--- config.mk ---
export PLATFORM = sky130hd
export DESIGN_NAME = cartridge_bank_controller
export DESIGN_NICKNAME = d
export VERILOG_FILES = /design/src/rtl/cbc_pkg.sv /design/src/rtl/cbc_front.sv /design/src/rtl/cbc_queue.sv /design/src/rtl/cbc_back.sv /design/src/rtl/cartridge_bank_controller.sv
export SDC_FILE = /design/constraint.sdc
export NUM_CORES = 1
export LEC_CHECK = 0
export BUFFER_PORTS_ARGS = -buffer_cell sky130_fd_sc_hd__buf_2
export CAP_MARGIN = 10
export CORE_AREA = 2 2 135 98
export DETAILED_ROUTE_END_ITERATION = 12
export DIE_AREA = 0 0 137 100
export PLACE_DENSITY_LB_ADDON = 0.25
export SLEW_MARGIN = 20
export SYNTH_ARGS = -nofsm -noshare
export SYNTH_HDL_FRONTEND = slang
export SYNTH_SLANG_ARGS = --single-unit
--- constraint.sdc ---
create_clock -name clock -period 3.15 [get_ports clock]
set_clock_uncertainty 0.05 [all_clocks]
set_input_delay 0.4725 -clock clock [delete_from_list [all_inputs] [get_ports clock]]
set_output_delay 0.4725 -clock clock [all_outputs]
set_load 0.01 [all_outputs]
--- src/rtl/cbc_pkg.sv ---
// Types, codes and constants of the cartridge bank controller.
package cbc_pkg;

   localparam int ROM_ADDR_BITS_DEF = 23;
   localparam int RAM_ADDR_BITS_DEF = 17;
   localparam int QUEUE_DEPTH       = 2;

   localparam int PHYS_W  = 23;
   localparam int RAM_W   = 17;
   localparam int CSR_AW  = 4;

   // controller kinds
   localparam logic [2:0] MBC_NONE = 3'd0;
   localparam logic [2:0] MBC_1    = 3'd1;
   localparam logic [2:0] MBC_2    = 3'd2;
   localparam logic [2:0] MBC_3    = 3'd3;
   localparam logic [2:0] MBC_5    = 3'd4;

   // result kinds
   localparam logic [2:0] KIND_NONE      = 3'd0;
   localparam logic [2:0] KIND_ROM_READ  = 3'd1;
   localparam logic [2:0] KIND_RAM_READ  = 3'd2;
   localparam logic [2:0] KIND_RAM_WRITE = 3'd3;
   localparam logic [2:0] KIND_REG_WRITE = 3'd4;
   localparam logic [2:0] KIND_RAM_OFF   = 3'd5;

   // access classes decided by the front end
   localparam logic [2:0] CLS_NONE   = 3'd0;
   localparam logic [2:0] CLS_ROM_LO = 3'd1;
   localparam logic [2:0] CLS_ROM_HI = 3'd2;
   localparam logic [2:0] CLS_RAM    = 3'd3;
   localparam logic [2:0] CLS_REG    = 3'd4;

   // register window zones, address bits 14:13
   localparam logic [1:0] ZONE_RAM_EN   = 2'd0;
   localparam logic [1:0] ZONE_ROM_BANK = 2'd1;
   localparam logic [1:0] ZONE_RAM_BANK = 2'd2;
   localparam logic [1:0] ZONE_MODE     = 2'd3;

   // configuration register indexes
   localparam logic [1:0] REG_MBC_KIND  = 2'd0;
   localparam logic [1:0] REG_ROM_SIZE  = 2'd1;
   localparam logic [1:0] REG_RAM_COUNT = 2'd2;
   localparam logic [1:0] REG_MULTICART = 2'd3;

   localparam logic [3:0] RAM_EN_KEY   = 4'hA;
   localparam logic [3:0] ROM_CODE_MAX = 4'd8;
   localparam logic [3:0] ROM_CODE_64  = 4'd5;
   localparam logic [8:0] MC_HI_BITS   = 9'h030;
   localparam logic [8:0] STD_HI_BITS  = 9'h060;
   localparam logic [8:0] MBC2_RAM_TOP = 9'h1FF;

   typedef struct packed {
      logic [2:0] mbc_kind;
      logic [3:0] rom_size_code;
      logic [4:0] ram_bank_count;
      logic       multicart;
   } cfg_type;

   typedef struct packed {
      logic [2:0]  cls;
      logic        req_type;
      logic [15:0] bus_address;
      logic [7:0]  write_data;
   } item_type;

   typedef struct packed {
      logic [2:0]        access_kind;
      logic [PHYS_W-1:0] phys_addr;
      logic [7:0]        ram_wdata;
      logic              high_nibble_set;
   } rsp_type;

endpackage

--- src/rtl/cbc_front.sv ---
// Front end: accepts bus accesses and sorts them into access classes.
module cbc_front
   import cbc_pkg::*;
(
   input  logic        req_tvalid,
   output logic        req_tready,
   input  logic        req_type,
   input  logic [15:0] bus_address,
   input  logic [7:0]  write_data,
   input  logic        q_full,
   output logic        q_push,
   output item_type    q_item
);

   logic [2:0] cls;

   always_comb begin
      if (!bus_address[15]) begin
         if (req_type) begin
            cls = CLS_REG;
         end else if (bus_address[14]) begin
            cls = CLS_ROM_HI;
         end else begin
            cls = CLS_ROM_LO;
         end
      end else if (bus_address[15:13] == 3'b101) begin
         cls = CLS_RAM;
      end else begin
         cls = CLS_NONE;
      end
   end

   assign req_tready         = !q_full;
   assign q_push             = req_tvalid && !q_full;
   assign q_item.cls         = cls;
   assign q_item.req_type    = req_type;
   assign q_item.bus_address = bus_address;
   assign q_item.write_data  = write_data;

endmodule

--- src/rtl/cbc_queue.sv ---
// Short show-ahead queue between the front end and the back end.
module cbc_queue
   import cbc_pkg::*;
(
   input  logic     clock,
   input  logic     reset,
   input  logic     push,
   input  item_type push_item,
   output logic     full,
   input  logic     pop,
   output logic     head_valid,
   output item_type head_item
);

   localparam int PTR_W = (QUEUE_DEPTH > 1) ? $clog2(QUEUE_DEPTH) : 1;
   localparam int CNT_W = $clog2(QUEUE_DEPTH + 1);

   item_type             mem_ff [QUEUE_DEPTH];
   logic [PTR_W-1:0]     wr_ptr_ff, wr_ptr_in;
   logic [PTR_W-1:0]     rd_ptr_ff, rd_ptr_in;
   logic [CNT_W-1:0]     count_ff, count_in;

   function automatic logic [PTR_W-1:0] ptr_next(input logic [PTR_W-1:0] p);
      ptr_next = (p == PTR_W'(QUEUE_DEPTH - 1)) ? '0 : p + PTR_W'(1);
   endfunction

   assign full       = (count_ff == CNT_W'(QUEUE_DEPTH));
   assign head_valid = (count_ff != '0);
   assign head_item  = mem_ff[rd_ptr_ff];

   always_comb begin
      wr_ptr_in = push ? ptr_next(wr_ptr_ff) : wr_ptr_ff;
      rd_ptr_in = pop ? ptr_next(rd_ptr_ff) : rd_ptr_ff;
      count_in  = count_ff;
      if (push && !pop) begin
         count_in = count_ff + CNT_W'(1);
      end else if (pop && !push) begin
         count_in = count_ff - CNT_W'(1);
      end
   end

   always_ff @(posedge clock) begin
      if (reset) begin
         wr_ptr_ff <= '0;
         rd_ptr_ff <= '0;
         count_ff  <= '0;
      end else begin
         wr_ptr_ff <= wr_ptr_in;
         rd_ptr_ff <= rd_ptr_in;
         count_ff  <= count_in;
      end
   end

   always_ff @(posedge clock) begin
      if (push) begin
         mem_ff[wr_ptr_ff] <= push_item;
      end
   end

endmodule

--- src/rtl/cbc_back.sv ---
// Back end: bank registers, address translation and the result register.
module cbc_back
   import cbc_pkg::*;
#(
   parameter int ROM_ADDR_BITS = ROM_ADDR_BITS_DEF,
   parameter int RAM_ADDR_BITS = RAM_ADDR_BITS_DEF
) (
   input  logic     clock,
   input  logic     reset,
   input  cfg_type  cfg,
   input  logic     head_valid,
   input  item_type head_item,
   output logic     pop,
   output logic     rsp_valid,
   input  logic     rsp_ready,
   output rsp_type  rsp
);

   logic [8:0] rom_bank_ff, rom_bank_in;
   logic [3:0] ram_bank_ff, ram_bank_in;
   logic       ram_en_ff, ram_en_in;
   logic       adv_ff, adv_in;
   logic       rsp_valid_ff, rsp_valid_in;
   rsp_type    rsp_ff, rsp_in;

   logic [3:0]        code;
   logic [8:0]        bank_mask;
   logic [3:0]        ram_mask;
   logic              is_mbc1, is_mbc2;
   logic [15:0]       addr;
   logic [7:0]        v;
   logic [1:0]        zone;
   logic [4:0]        low5;
   logic [3:0]        low4;
   logic [1:0]        hi2;
   logic [8:0]        lo_bank;
   logic [22:0]       rom_full;
   logic [RAM_W-1:0]  ram_full;
   logic              ram_ok;

   assign pop       = head_valid && (!rsp_valid_ff || rsp_ready);
   assign rsp_valid = rsp_valid_ff;
   assign rsp       = rsp_ff;

   always_comb begin
      code      = (cfg.rom_size_code > ROM_CODE_MAX) ? ROM_CODE_MAX : cfg.rom_size_code;
      bank_mask = 9'((10'd2 << code) - 10'd1);
      if (cfg.ram_bank_count == 5'd0) begin
         ram_mask = 4'd0;
      end else if (cfg.ram_bank_count >= 5'd16) begin
         ram_mask = 4'hF;
      end else begin
         ram_mask = 4'(cfg.ram_bank_count - 5'd1);
      end
      is_mbc1 = (cfg.mbc_kind == MBC_1);
      is_mbc2 = (cfg.mbc_kind == MBC_2);
      addr    = head_item.bus_address;
      v       = head_item.write_data;
      zone    = addr[14:13];
   end

   // bank register updates
   always_comb begin
      rom_bank_in = rom_bank_ff;
      ram_bank_in = ram_bank_ff;
      ram_en_in   = ram_en_ff;
      adv_in      = adv_ff;
      low5        = '0;
      low4        = '0;
      hi2         = '0;
      if (pop && head_item.cls == CLS_REG) begin
         case (cfg.mbc_kind)
            MBC_1: begin
               case (zone)
                  ZONE_RAM_EN: ram_en_in = (v[3:0] == RAM_EN_KEY);
                  ZONE_ROM_BANK: begin
                     if (cfg.multicart) begin
                        low4        = (v[4:0] == 5'd0) ? 4'd1 : v[3:0];
                        rom_bank_in = {rom_bank_ff[8:4], low4};
                     end else begin
                        low5        = ((v[4:0] == 5'd0) ? 5'd1 : v[4:0]) & bank_mask[4:0];
                        rom_bank_in = {rom_bank_ff[8:5], low5};
                     end
                  end
                  ZONE_RAM_BANK: begin
                     if (cfg.multicart) begin
                        rom_bank_in = {rom_bank_ff[8:6], v[1:0], rom_bank_ff[3:0]};
                     end else begin
                        ram_bank_in = {2'b00, v[1:0]} & ram_mask;
                        if (code == ROM_CODE_64) begin
                           hi2 = {1'b0, v[0]};
                        end else if (code < ROM_CODE_64) begin
                           hi2 = 2'b00;
                        end else begin
                           hi2 = v[1:0];
                        end
                        rom_bank_in = {rom_bank_ff[8:7], hi2, rom_bank_ff[4:0]};
                     end
                  end
                  default: adv_in = v[0];
               endcase
            end
            MBC_2: begin
               if (!addr[14]) begin
                  if (addr[8]) begin
                     rom_bank_in = ((v[3:0] == 4'd0) ? 9'd1 : {5'd0, v[3:0]}) & bank_mask;
                  end else begin
                     ram_en_in = (v[3:0] == RAM_EN_KEY);
                  end
               end
            end
            MBC_3: begin
               case (zone)
                  ZONE_RAM_EN:   ram_en_in = (v == {4'd0, RAM_EN_KEY});
                  ZONE_ROM_BANK: rom_bank_in = (v == 8'd0) ? 9'd1 : {1'b0, v};
                  ZONE_RAM_BANK: ram_bank_in = v[3:0] & ram_mask;
                  default: ;
               endcase
            end
            MBC_5: begin
               case (zone)
                  ZONE_RAM_EN: ram_en_in = (v == {4'd0, RAM_EN_KEY});
                  ZONE_ROM_BANK: begin
                     if (!addr[12]) begin
                        rom_bank_in = (rom_bank_ff & ~{1'b0, bank_mask[7:0]})
                                    | {1'b0, v & bank_mask[7:0]};
                     end else if (code == ROM_CODE_MAX) begin
                        rom_bank_in = {v[0], rom_bank_ff[7:0]};
                     end
                  end
                  ZONE_RAM_BANK: ram_bank_in = v[3:0] & ram_mask;
                  default: ;
               endcase
            end
            default: ;
         endcase
      end
   end

   // translation
   always_comb begin
      lo_bank = '0;
      if (is_mbc1 && adv_ff) begin
         if (cfg.multicart) begin
            lo_bank = rom_bank_ff & MC_HI_BITS;
         end else if (code >= ROM_CODE_64) begin
            lo_bank = rom_bank_ff & STD_HI_BITS;
         end
      end
      rom_full = (head_item.cls == CLS_ROM_LO) ? {lo_bank, addr[13:0]}
                                                : {rom_bank_ff, addr[13:0]};
      rom_full = rom_full & {bank_mask, 14'h3FFF};

      if (is_mbc1 && !adv_ff) begin
         ram_full = {4'd0, addr[12:0]};
      end else if (is_mbc2) begin
         ram_full = {8'd0, addr[8:0] & MBC2_RAM_TOP};
      end else begin
         ram_full = {ram_bank_ff & ram_mask, addr[12:0]};
      end
      ram_ok = ram_en_ff && (is_mbc2 || cfg.ram_bank_count != 5'd0);

      rsp_in = '0;
      case (head_item.cls)
         CLS_REG: rsp_in.access_kind = KIND_REG_WRITE;
         CLS_ROM_LO, CLS_ROM_HI: begin
            rsp_in.access_kind = KIND_ROM_READ;
            rsp_in.phys_addr   = PHYS_W'(rom_full[ROM_ADDR_BITS-1:0]);
         end
         CLS_RAM: begin
            if (ram_ok) begin
               rsp_in.phys_addr = PHYS_W'(ram_full[RAM_ADDR_BITS-1:0]);
               if (head_item.req_type) begin
                  rsp_in.access_kind = KIND_RAM_WRITE;
                  rsp_in.ram_wdata   = is_mbc2 ? {4'd0, v[3:0]} : v;
               end else begin
                  rsp_in.access_kind     = KIND_RAM_READ;
                  rsp_in.high_nibble_set = is_mbc2;
               end
            end else begin
               rsp_in.access_kind = KIND_RAM_OFF;
            end
         end
         default: rsp_in.access_kind = KIND_NONE;
      endcase

      rsp_valid_in = pop || (rsp_valid_ff && !rsp_ready);
   end

   always_ff @(posedge clock) begin
      if (reset) begin
         rom_bank_ff  <= 9'd1;
         ram_bank_ff  <= '0;
         ram_en_ff    <= 1'b0;
         adv_ff       <= 1'b0;
         rsp_valid_ff <= 1'b0;
      end else begin
         rom_bank_ff  <= rom_bank_in;
         ram_bank_ff  <= ram_bank_in;
         ram_en_ff    <= ram_en_in;
         adv_ff       <= adv_in;
         rsp_valid_ff <= rsp_valid_in;
      end
   end

   always_ff @(posedge clock) begin
      if (pop) begin
         rsp_ff <= rsp_in;
      end
   end

endmodule

--- src/rtl/cartridge_bank_controller.sv ---
// Cartridge bank controller: translates CPU cartridge accesses and tracks bank registers.
//
// Input stream (req_*): one CPU bus access per item, read or write, with the
// 16-bit address and the data byte. Result stream (rsp_*): exactly one item
// per access, in order: access kind, physical ROM or RAM byte address, RAM
// write byte and the MBC2 upper-nibble flag.
// The front end decodes the address range and pushes into a two-entry queue;
// the back end applies register writes and translates addresses in one pass
// and holds the result in an output register.
// An accepted item is registered in the queue and then in the output register
// before rsp_tvalid rises. One item per cycle is sustained while rsp_tready
// stays high.
// A register write takes effect for the very next item.
// When rsp_tready is low the result holds, the two queue entries fill and
// req_tready drops; nothing is lost.
// Reset clears the queue and output, sets ROM bank 1, RAM bank 0, RAM off and
// simple banking mode; configuration registers return to 0.
// Configuration (csr_*) is an APB write port with registers at 4-byte steps,
// to be written only while no item is in flight.
module cartridge_bank_controller
   import cbc_pkg::*;
#(
   parameter int ROM_ADDR_BITS = ROM_ADDR_BITS_DEF,
   parameter int RAM_ADDR_BITS = RAM_ADDR_BITS_DEF
) (
   input  logic              clock,
   input  logic              reset,
   input  logic              req_tvalid,
   output logic              req_tready,
   input  logic [23:0]       req_tdata,   // bus_address[15:0], write_data[23:16]
   input  logic [0:0]        req_tuser,   // req_type[0]
   output logic              rsp_tvalid,
   input  logic              rsp_tready,
   output logic [31:0]       rsp_tdata,   // phys_addr[22:0], ram_wdata[30:23], zero[31]
   output logic [3:0]        rsp_tuser,   // access_kind[2:0], high_nibble_set[3]
   input  logic              csr_psel,
   input  logic              csr_penable,
   input  logic              csr_pwrite,
   input  logic [CSR_AW-1:0] csr_paddr,
   input  logic [31:0]       csr_pwdata,
   output logic [31:0]       csr_prdata,
   output logic              csr_pready
);

   cfg_type  cfg_ff, cfg_in;
   logic     cfg_we;
   logic     q_full, q_push, q_pop, q_head_valid;
   item_type q_item, q_head;
   rsp_type  rsp;

   assign csr_pready = 1'b1;
   assign cfg_we     = csr_psel && csr_penable && csr_pwrite && csr_pready;

   always_comb begin
      cfg_in = cfg_ff;
      if (cfg_we) begin
         case (csr_paddr[3:2])
            REG_MBC_KIND:  cfg_in.mbc_kind       = csr_pwdata[2:0];
            REG_ROM_SIZE:  cfg_in.rom_size_code  = csr_pwdata[3:0];
            REG_RAM_COUNT: cfg_in.ram_bank_count = csr_pwdata[4:0];
            REG_MULTICART: cfg_in.multicart      = csr_pwdata[0];
            default: ;
         endcase
      end
   end

   always_comb begin
      case (csr_paddr[3:2])
         REG_MBC_KIND:  csr_prdata = {29'd0, cfg_ff.mbc_kind};
         REG_ROM_SIZE:  csr_prdata = {28'd0, cfg_ff.rom_size_code};
         REG_RAM_COUNT: csr_prdata = {27'd0, cfg_ff.ram_bank_count};
         REG_MULTICART: csr_prdata = {31'd0, cfg_ff.multicart};
         default:       csr_prdata = '0;
      endcase
   end

   always_ff @(posedge clock) begin
      if (reset) begin
         cfg_ff <= '0;
      end else begin
         cfg_ff <= cfg_in;
      end
   end

   cbc_front u_front (
      .req_tvalid  (req_tvalid),
      .req_tready  (req_tready),
      .req_type    (req_tuser[0]),
      .bus_address (req_tdata[15:0]),
      .write_data  (req_tdata[23:16]),
      .q_full      (q_full),
      .q_push      (q_push),
      .q_item      (q_item)
   );

   cbc_queue u_queue (
      .clock      (clock),
      .reset      (reset),
      .push       (q_push),
      .push_item  (q_item),
      .full       (q_full),
      .pop        (q_pop),
      .head_valid (q_head_valid),
      .head_item  (q_head)
   );

   cbc_back #(
      .ROM_ADDR_BITS (ROM_ADDR_BITS),
      .RAM_ADDR_BITS (RAM_ADDR_BITS)
   ) u_back (
      .clock      (clock),
      .reset      (reset),
      .cfg        (cfg_ff),
      .head_valid (q_head_valid),
      .head_item  (q_head),
      .pop        (q_pop),
      .rsp_valid  (rsp_tvalid),
      .rsp_ready  (rsp_tready),
      .rsp        (rsp)
   );

   assign rsp_tdata = {1'b0, rsp.ram_wdata, rsp.phys_addr};
   assign rsp_tuser = {rsp.high_nibble_set, rsp.access_kind};

endmodule

# After elaboration in Yosys (flattened, before gate mapping)
# Memory sizes are Yosys's and may differ from the RTL's. A register that Yosys moved wholly into a read port is not among the register bits.
# Index checks and enable logic that the tools add are counted.
word_totals:
  output_inout_bits: 71
  reg_bits: 68
  inputBits: 68
  memories: 1
  latch_bits: 0
  romBits: 0
  ram_bits: 56
  elab_cells: 193
classes:
  n_mul: 0
  n_eq_ne: 37
  muxes: 55
  bitwise_logic: 15
  reduce_logical: 52
  div: 0
  addsub: 6
  shifts: 1
  order_cmp: 4
mem_list:
  columns: ["memory", "depth", "width", "rd", "rd_ports_with_merged_regs", "write_ports", "line", "text"]
  rows:
  - ["u_queue.mem_ff", 2, 28, 1, 1, 1, "cbc_queue.sv:18", "item_type mem_ff [QUEUE_DEPTH];"]
ops:
  columns: ["cell", "n"]
  rows:
  - ["32-bit one-hot mux with 4 select lines", 1]
  - ["9-bit two-way mux", 8]
  - ["23-bit one-hot mux with 2 select lines", 1]
  - ["9-bit one-hot mux with 4 select lines", 1]
  - ["17-bit two-way mux", 2]
  - ["4-bit two-way mux", 8]
  - ["26-bit two-way mux", 1]
  - ["8-bit two-way mux", 3]
  - ["23-bit bitwise AND", 1]
  - ["23-bit two-way mux", 1]
  - ["10-bit AND reduction", 2]
  - ["9-bit bitwise AND", 2]
  - ["2-bit inequality test, second input constant", 9]
  - ["9-bit one-hot mux with 2 select lines", 1]
  - ["9-bit AND reduction", 2]
  - ["8-bit AND reduction", 2]
  - ["7-bit two-way mux", 2]
  - ["3-bit by 2-bit equality test with 1-bit output, second input constant", 4]
  - ["1-bit two-way mux", 12]
  - ["2-bit two-way mux", 6]
  - ["3-bit inequality test, second input constant", 4]
  - ["1-bit logical AND", 11]
  - ["5-bit logical NOT", 2]
  - ["5-bit two-way mux", 2]
  - ["other kinds (45)", 82]

# Logic depth before layout (Yosys ltp)
# Gate-level depths: netlist (run 1).
depth:
  depth_word: 10
  depth_mapped: 12
  depth_no_buf: 8

# Modules after synthesis
# Synthesis (run 1) repeated with hierarchy kept, for this count alone.
unflattened:
  hier_cells: 554
  area_unflattened_um2: 6333.6
modules_own_cells:
  columns: ["mod", "seq_area_each_um2", "cells_per_inst", "area_each_um2", "n_inst"]
  rows:
  - ["cbc_back", 1371.3, 315, 2991.6, 1]
  - ["cbc_queue", 1781.7, 109, 2234.6, 1]
  - ["cartridge_bank_controller", 260.2, 98, 875.8, 1]
  - ["cbc_front", 0.0, 32, 231.5, 1]

# Least setup slack after synthesis (run 1)
# OpenSTA, ideal clock, no wires.
synth_path:
  path_type: "flip-flop to flip-flop"
  start: "reg with a tool-made name"
  end: "reg u_back.rom_bank_ff[1]"
  setup_slack_ns: 0.002
  synth_period_minus_slack_ns: 3.148
  path_buffers: 3
  arrival_time_ns: 2.980
  setup_ns: 0.117
  path_stages_with_launch: 11
  t_required_ns: 2.983
  path_cell_list: "dfxtp_1 clkbuf_1 buf_2 buf_2 mux2i_1 ha_1 nand3b_1 or3_1 a311oi_1 o21ai_0 a32o_1"
synth_rtl:
  columns: ["element", "line", "text"]
  rows:
  - ["end signal: assignment", "cbc_back.sv:198", "rom_bank_ff <= rom_bank_in;"]
  - ["end: declaration", "cbc_back.sv:19", "logic [8:0] rom_bank_ff, rom_bank_in;"]

==> flow_metrics.tcl, run 1 <==
set metrics [dict create \
    die_w_um 137 \
    rows 35 \
    fin_crit_sh_pct 91.84 \
    diodes 0 \
    core_um2 12610 \
    dpl.hpwl_mm 10.06 \
    drt-initial-drc-count 378 \
    root_buffer "clkbuf_16" \
    crit_path_cell_trace "buf_4, and3b_1, o2111ai_1, a311oi_1, buf_4, o21ai_0, a32o_1" \
    synth_top_cell_by_area "edfxtp_1" \
    gr-total-overflow 0 \
    grt_pass1_vias 4054 \
    grt_max_degree 37 \
    setup_viol 0 \
    dieArea_um2 13700 \
    yosys_most_used_dff "edfxtp_1" \
    max_freq_mhz 345.6 \
    seq_area_frac_synth_pct 56.47 \
    antenna_found_initial 0 \
    first_pass_iters 5 \
    route.detailed.drc 0 \
    drt-total-wl_mm 14.09 \
    synth_top_cell_area_share_pct 45.01 \
    cpMostUsedCell "buf_4" \
    place_ws_ns 0.3290 \
    grtUsageMet2_pct 31.19 \
    layout_min_cycle_time_ns 2.893 \
    most-common-layout-cells "edfxtp_1, buf_2, nor2_1, mux2i_1, dfxtp_1" \
    path_class "reg -> reg" \
    relSlewSlack_pct 34.69 \
    drv_slew 0 \
    syn_inst 522 \
    clk-insertion-delay-late_ns 0.42 \
    start_util_pct 47.08 \
    numCtsBuffers 17 \
    status "finished clean" \
    worstMarginPinSlew_ns 0.9775 \
    syn_avg_cell_area_um2 11.38 \
    totalNegativeSetupSlack_ns 0 \
    cap_violations 0 \
    p_leak_uw 0.002704 \
    cts_hold_buffers 0 \
    yosys_warnings 0 \
    nets 697 \
    cp_max_fo 25 \
    vdd_ir_drop_max_v 0.0005983 \
    met3_usage_pct 6.313 \
    start_kind "flop" \
    cts_tree "done" \
    synth_edf_count 89 \
    path_delay_family "compound AO/OA/AOI/OAI gates" \
    final_common_cell "edfxtp_1" \
    cp_data_arrival_time_ns 3.15 \
    synth-seq-cells 123 \
    detail_route.vias_per_cell 5.468 \
    via_count 4374 \
    cts_max_level 4 \
    setup_slack_ns 0.2569 \
    crit_path_max_incr_delay_ns 0.60 \
    clock_sinks 123 \
    place.gp.congestion 0.8764 \
    io_buffers 80 \
    post_cts_buffers 0 \
    die_h_um 100 \
    rsz0062_at_grt "false" \
    syn2layout_area_growth_pct 19.81 \
    hold_viol_final 0 \
    cts.path.max_buffers 2 \
    track_usage_pct 21.59 \
    synthArstFlopShare_pct 0 \
    clk_pin_slew_ns 0.06 \
    synthTopCellsByArea "edfxtp_1, dfxtp_1, mux2i_1" \
    ant_nets 0 \
    ys_types 66 \
    cp.required_ns 3.41 \
    gr-max-usage-layer "met2" \
    syn_area_um2 5938 \
    gr-usage-met1_pct 30.16 \
    drive_above_1_share_pct 23.97 \
    final_core_util_pct 56.41 \
    hold_path_class "in -> reg" \
    power_density_nw_per_um2 803.5 \
    cts_resized 0 \
    path_buf_inv 2 \
    boundaryPins 139 \
    wire_per_inst_um 17.61 \
    slowest_stage "a311oi_1" \
    endpoint_kind "flop" \
    fillers 1060 \
    grt_pass1_wl_mm 21.74 \
]
-- final timing paths --
kind / from / to / slack [ns] / cells after the start
worst min-delay path: req_tdata[0] / u_queue.mem_ff[1][8] / 0.19 / 1
worst max register to register: flop / u_back.rom_bank_ff[1] / 0.26 / 7
worst min register to register: u_back.ram_bank_ff[1] / u_back.ram_bank_ff[1] / 0.44 / 2
worst max-delay path: flop / u_back.rom_bank_ff[1] / 0.26 / 7
-- report_power, final --
group	internal (uW)	switching (uW)	total (uW)
Combinational	520	957	1480
Clock	1180	753	1930
Sequential	2180	129	2300
Total	3880	1840	5720
-- cell families (layout without fill, tap and decap cells) --
family	Yosys count	in the layout	share of synthesized area [%]
buffers and inverters	65	150	6.153
adders and majority gates	8	8	1.686
and+or+nand+nor	183	183	16.01
DFF	123	123	56.47
muxes	52	52	9.102
xor gates and xnor gates	8	8	1.180
other	2	29	0.1265
AOI/OAI and AO/OA	81	81	9.271
-- cells in the mapped netlist, drive strengths merged, types with 9 or more instances --
| cell type | n |
|---|---|
| buf | 35 |
| nor3 | 10 |
| edfxtp | 89 |
| mux2i | 48 |
| dfxtp | 34 |
| nand2b | 9 |
| nor2 | 68 |
| a21oi | 19 |
| inv | 13 |
| clkbuf | 17 |
| o21ai | 17 |
| nand2 | 30 |
| nand3 | 10 |
-- layer usage --
metal	vias to the layer above	share of wire, %
li1	2070	-
met1	2097	47
met2	181	44
met3	26	7.0
met4	0	2.1
met5	-	0
-- layout make-up --
cell class | count | area, um2 | area share (%)
tap | 166 | 207.7 | 2.919
clock buffer | 18 | 429.2 | 6.032
timing repair buffer | 105 | 588.1 | 8.266
clock inverter | 14 | 162.7 | 2.286
multi-input combinational | 361 | 2323 | 32.66
sequential | 123 | 3354 | 47.15
inverter | 13 | 48.80 | 0.6859
-- state kept, by name (all words and copies together) (netlist names), named ones only --
name                flops
cfg_ff                 13
u_back.adv_ff           1
u_back.ram_en_ff        1
u_back.ram_bank_ff      4
u_back.rsp_valid        1
u_queue.mem_ff         54
u_queue.rd_ptr_ff       1
u_queue.count_ff        2
u_back.rom_bank_ff      9
u_back.rsp             35
u_queue.wr_ptr_ff       1
-- through the flow --
stage	area (um2)	std cells	power, uW	hold slack, ns
6_report	7114	800	5716	0.1921
5_1_grt	7114	800	5997	0.1749
4_1_cts	7114	800	5755	0.1804
3_5_place_dp	6523	768	3811	0.4340
3_3_place_gp	6523	768	3768	0.4228
2_1_floorplan	6040	549	3234	0.3961
No activity file was read; power rests on OpenSTA's default activity.
==> inputs of run 2 (changes only) <==
clock period = 2.5 ns   (was 3.15 ns; I/O delays follow)
==> run 2 against run 1 <==
Compared with the run above: sequential power is 27% higher; design area is 2.7% higher; wire length is 0.27% higher; clock-buffer cell count is 1 lower; core utilization is 1.5 points higher; sequential share of layout area is 1.2 points lower; critical path depth is 1 higher; cell count is 2.6% higher; critical path type unchanged; critical endpoint is now u_back.rom_bank_ff[4].
==> flow_metrics.tcl, run 2 (synthesized netlist as in run 1, its figures left out) <==
set metrics [dict create \
    totalNegativeSetupSlack_ns 0 \
    final_core_util_pct 57.96 \
    dpl.hpwl_mm 10.06 \
    cts_tree "done" \
    dp_cells 787 \
    nets 718 \
    cts_max_level 4 \
    root_buffer "clkbuf_16" \
    die_w_um 137 \
    hold_viol_final 0 \
    numCtsBuffers 17 \
    min_to "u_queue.mem_ff[0][1]" \
    start_kind "flop" \
    wire_per_inst_um 17.20 \
    fin_cells 821 \
    worstMarginPinSlew_ns 0.6929 \
    seqPwrFrac_pct 39.7 \
    drt-initial-drc-count 374 \
    cp.required_ns 2.77 \
    path_class "reg -> reg" \
    fillers 1074 \
    grt_pass1_vias 4022 \
    drv_slew 0 \
    cp_max_fo 8 \
    core_um2 12610 \
    track_usage_pct 21.09 \
    largest_reg_flops 54 \
    diodes 0 \
    relSlewSlack_pct 53.80 \
    switching_share_pct 32.59 \
    rows 35 \
    timing.rr.end "u_back.rom_bank_ff[4]" \
    syn2layout_area_growth_pct 23.09 \
    grt_pass1_wl_mm 21.62 \
    hold_path_depth 1 \
    most-common-layout-cells "edfxtp_1, buf_2, nor2_1, mux2i_1, buf_4" \
    regMostFlops "u_queue.mem_ff" \
    endpoint_kind "flop" \
    route.detailed.drc 0 \
    io_buffers 80 \
    boundaryPins 139 \
    fin_crit_sh_pct 96.65 \
    hold_path_class "in -> reg" \
    cts_hold_buffers 0 \
    clk-insertion-delay-late_ns 0.42 \
    detail_route.vias_per_cell 5.409 \
    rrSetupSlack_ns 0.08 \
    clk_pin_slew_ns 0.06 \
    max_freq_mhz 413.9 \
    place_ws_ns 0.06018 \
    power_density_nw_per_um2 1003 \
    status "finished clean" \
    die_h_um 100 \
    drive_above_1_share_pct 27.63 \
    p_int_uw 4942 \
    cts.path.max_buffers 2 \
    drt-total-wl_mm 14.12 \
    start_util_pct 47.08 \
    via_count 4441 \
    place.gp.congestion 0.9106 \
    setup_viol 0 \
    setup_slack_ns 0.08373 \
    p_leak_uw 0.002814 \
    comb_power_share_pct 27.9 \
    layout_min_cycle_time_ns 2.416 \
    hold_start "req_tdata[17]" \
    clock_sinks 123 \
    first_pass_iters 4 \
    p_sw_uw 2390 \
    grt_max_degree 37 \
    cap_violations 0 \
    power_uw 7332 \
    ant_nets 0 \
    dieArea_um2 13700 \
    ff2ff_path_depth 8 \
    cp_data_arrival_time_ns 2.68 \
    clkPwrFrac_pct 32.5 \
    final_common_cell "edfxtp_1" \
    vdd_ir_drop_max_v 0.0006729 \
    gr-total-overflow 0 \
    antenna_found_initial 0 \
]
run 2: worst max path at each step:
stage / startpoint / to / slack, ns / cells after the start
3_3_place_gp: flop / u_back.rom_bank_ff[7] / -0.007 / 6
5_1_grt: flop / u_back.rom_bank_ff[4] / -0.02 / 8
4_1_cts: flop / u_back.rom_bank_ff[4] / 0.03 / 8
3_5_place_dp: flop / u_back.rom_bank_ff[4] / 0.06 / 8
2_1_floorplan: flop / u_back.rom_bank_ff[1] / 0.009 / 10
6_report: flop / u_back.rom_bank_ff[4] / 0.08 / 8
run 2: through the flow:
stage,hold slack [ns],area [um2]
after global routing,0.08077,7310
after global placement,0.4194,6709
after detailed placement,0.4311,6709
after floorplan,0.3961,6102
final,0.09230,7310
after CTS,0.08043,7284
run 2: power groups by stage:
stage                     logic [uW]  clock network, uW  registers [uW]
after global placement          1970                  0            2940
after global routing            2220               2540            2940
final                           2040               2380            2910
after CTS                       2020               2420            2910
after floorplan                 1120                  0            3030
after detailed placement        2010                  0            2950
run 2: routing by layer:
layer | track usage (%) | wire, um | up-vias
met5 | 0 | 0 | -
met4 | 7.613 | 199 | 0
met3 | 5.909 | 1020 | 16
met2 | 31.08 | 6353 | 172
met1 | 29.84 | 6550 | 2138
li1 | - | - | 2115
run 2: worst max-delay path: stages, from the launching register on:
cell	delay (ns)
dfxtp_4	0.44
mux2i_4	0.32
inv_1	0.10
ha_1	0.25
buf_4	0.19
or4_1	0.50
a21boi_0	0.17
a311oi_1	0.08
a311oi_1	0.22
run 2: final cells by class:
type / count / area (um2) / area share, %
multi-input combinational: 361 / 2361 / 32.30
clock inverter: 15 / 150.1 / 2.054
clock buffer: 17 / 425.4 / 5.820
sequential: 123 / 3358 / 45.94
timing repair buffer: 126 / 758.2 / 10.37
inverter: 13 / 48.80 / 0.6676
tap: 166 / 207.7 / 2.841
run 2: repair_timing:
| item | in CTS | in global routing |
|---|---|---|
| gates resized for setup | 0 | 4 |
| endpoints found under the setup margin | 0 | 6 |
| setup buffers | 0 | 2 |
==> inputs of run 3 (changes only) <==
REMOVE_ABC_BUFFERS = 1   (was default)
==> run 3 against run 2 <==
Compared with the run above: sequential cell count unchanged; wire length is 0.61% higher; worst hold slack improved by 0.013 ns; setup slack worse by 0.022 ns; core utilization decreased by 0.30 points; critical path type unchanged.
==> flow_metrics.tcl, run 3 (synthesized netlist as in run 1, its figures left out) <==
set metrics [dict create \
    hold_path_class "in -> reg" \
    max_freq_mhz 410.1 \
    cts.path.max_buffers 2 \
    dpl.hpwl_mm 10.24 \
    die_h_um 100 \
    ant_nets 0 \
    die_w_um 137 \
    setup_viol 0 \
    nets 717 \
    fin_crit_sh_pct 97.55 \
    io_buffers 80 \
    via_count 4437 \
    syn2layout_area_growth_pct 22.46 \
    cp_data_arrival_time_ns 2.64 \
    clk_pin_slew_ns 0.06 \
    crit_end "u_back.rsp[23]" \
    post_cts_buffers 0 \
    grt_pass1_wl_mm 22.65 \
    relSlewSlack_pct 59.92 \
    power_density_nw_per_um2 974.7 \
    hold_ws_ns 0.1054 \
    cp_max_fo 6 \
    route.detailed.drc 0 \
    rows 35 \
    worstMarginPinSlew_ns 0.5975 \
    wire_per_inst_um 17.33 \
    endpoint_kind "flop" \
    drt-total-wl_mm 14.21 \
    numCtsBuffers 17 \
    boundaryPins 139 \
    dieArea_um2 13700 \
    grt_pass1_vias 4268 \
    antenna_found_initial 0 \
    drt-initial-drc-count 377 \
    p_leak_uw 0.002782 \
    ff2ff_path_depth 7 \
    final_common_cell "edfxtp_1" \
    path_delay_family "simple AND/OR/NAND/NOR gates" \
    first_pass_iters 6 \
    path_class "reg -> reg" \
    cap_violations 0 \
    fillers 1082 \
    rrSetupSlack_ns 0.06 \
    multiInputGateArea_um2 2370 \
    path_buf_inv 2 \
    cts_max_level 4 \
    gr-total-overflow 0 \
    layout_min_cycle_time_ns 2.439 \
    vdd_ir_drop_max_v 0.0006918 \
    root_buffer "clkbuf_16" \
    start_util_pct 47.08 \
    most-common-layout-cells "edfxtp_1, buf_2, nor2_1, mux2i_1, buf_4" \
    dp_cells 788 \
    drv_slew 0 \
    core_um2 12610 \
    status "finished clean" \
    detail_route.vias_per_cell 5.411 \
    fin_cells 820 \
    path_depth 7 \
    regMostFlops "u_queue.mem_ff" \
    hold_viol_final 0 \
    start_kind "flop" \
    grt_max_degree 34 \
    crit_path_max_incr_delay_ns 0.55 \
    crit_path_cell_trace "buf_4, mux2i_2, buf_4, a211o_1, or3_4, or4b_4, a21oi_2" \
    diodes 0 \
    cpMostUsedCell "buf_4" \
    timing.rr.end "u_back.rsp[23]" \
    track_usage_pct 21.95 \
    clock_sinks 123 \
    drive_above_1_share_pct 27.68 \
    clk-insertion-delay-late_ns 0.41 \
    seq_area_um2 3356 \
    place.gp.congestion 0.8665 \
    slowest_stage "or4b_4" \
    rsz0062_at_grt "true" \
    largest_reg_flops 54 \
    cts_tree "done" \
    cp.required_ns 2.70 \
]
run 3: cell count changes in the layout (fill, tap and decap cells not counted), moves of 2 or more:
cell	delta
a21oi_2	+2
inv_8	-2
clkinvlp_4	+4
a21oi_1	-2
clkinv_2	+2
clkinv_1	+2
buf_4	-2
inv_6	-5
run 3: worst register-to-register path: stages, from the launching register on:
cell     delay [ns]
dfxtp_2        0.36
buf_4          0.18
mux2i_2        0.18
buf_4          0.16
a211o_1        0.25
or3_4          0.38
or4b_4         0.55
a21oi_2        0.18
run 3: layer usage:
metal	GRT usage (%)	wire (um)	up-vias
met2	32.15	6225	163
met3	5.808	954	16
met4	6.979	190	0
met1	31.85	6839	2151
met5	0	0	-
li1	-	-	2107
run 3: timing repair:
| action | 4_1_cts | 5_1_grt |
|---|---|---|
| setup endpoints to repair | 2 | 17 |
| endpoints found under the hold margin | 0 | 0 |
| pin swaps | 0 | 0 |
| hold buffers | 0 | 0 |
| gates resized for setup | 2 | 9 |
run 3: final cells by class:
type                       instances  area share [%]
sequential                       123           46.15
multi-input combinational        361           32.59
timing repair buffer             125           10.50
clock buffer                      17           5.850
tap                              166           2.856
clock inverter                    15           1.394
inverter                          13          0.6710
run 3: worst min-delay path by stage:
stage | from | to | slack (ns) | cells past startpoint
2_1_floorplan | reset | u_back.rsp_valid | 0.39 | 1
3_3_place_gp | u_back.ram_bank_ff[1] | u_back.ram_bank_ff[1] | 0.42 | 2
3_5_place_dp | u_back.ram_bank_ff[1] | u_back.ram_bank_ff[1] | 0.43 | 2
4_1_cts | req_tdata[6] | u_queue.mem_ff[0][14] | 0.09 | 1
5_1_grt | req_tdata[3] | u_queue.mem_ff[0][11] | 0.09 | 1
6_report | req_tdata[6] | u_queue.mem_ff[1][14] | 0.11 | 1
run 3: where the power goes:
part           internal (uW)  switching, uW  total (uW)
clock                   1260            908        2160
sequential              2740            144        2880
combinational            788           1250        2040
run 3: stage by stage:
step / total power, uW / setup WS (ns) / instance area [um2] / setup TNS [ns] / util, %
after floorplan: 4025 / -0.8924 / 5723 / -11.02 / -
after global placement: 4885 / 0.006894 / 6698 / 0 / 53.11
after detailed placement: 4936 / -0.05292 / 6698 / -0.05292 / 53.11
after CTS: 7103 / 0.01822 / 7229 / 0 / 57.32
after global routing: 7458 / -0.05028 / 7272 / -0.05158 / 57.66
final: 7088 / 0.06128 / 7272 / 0 / 57.66
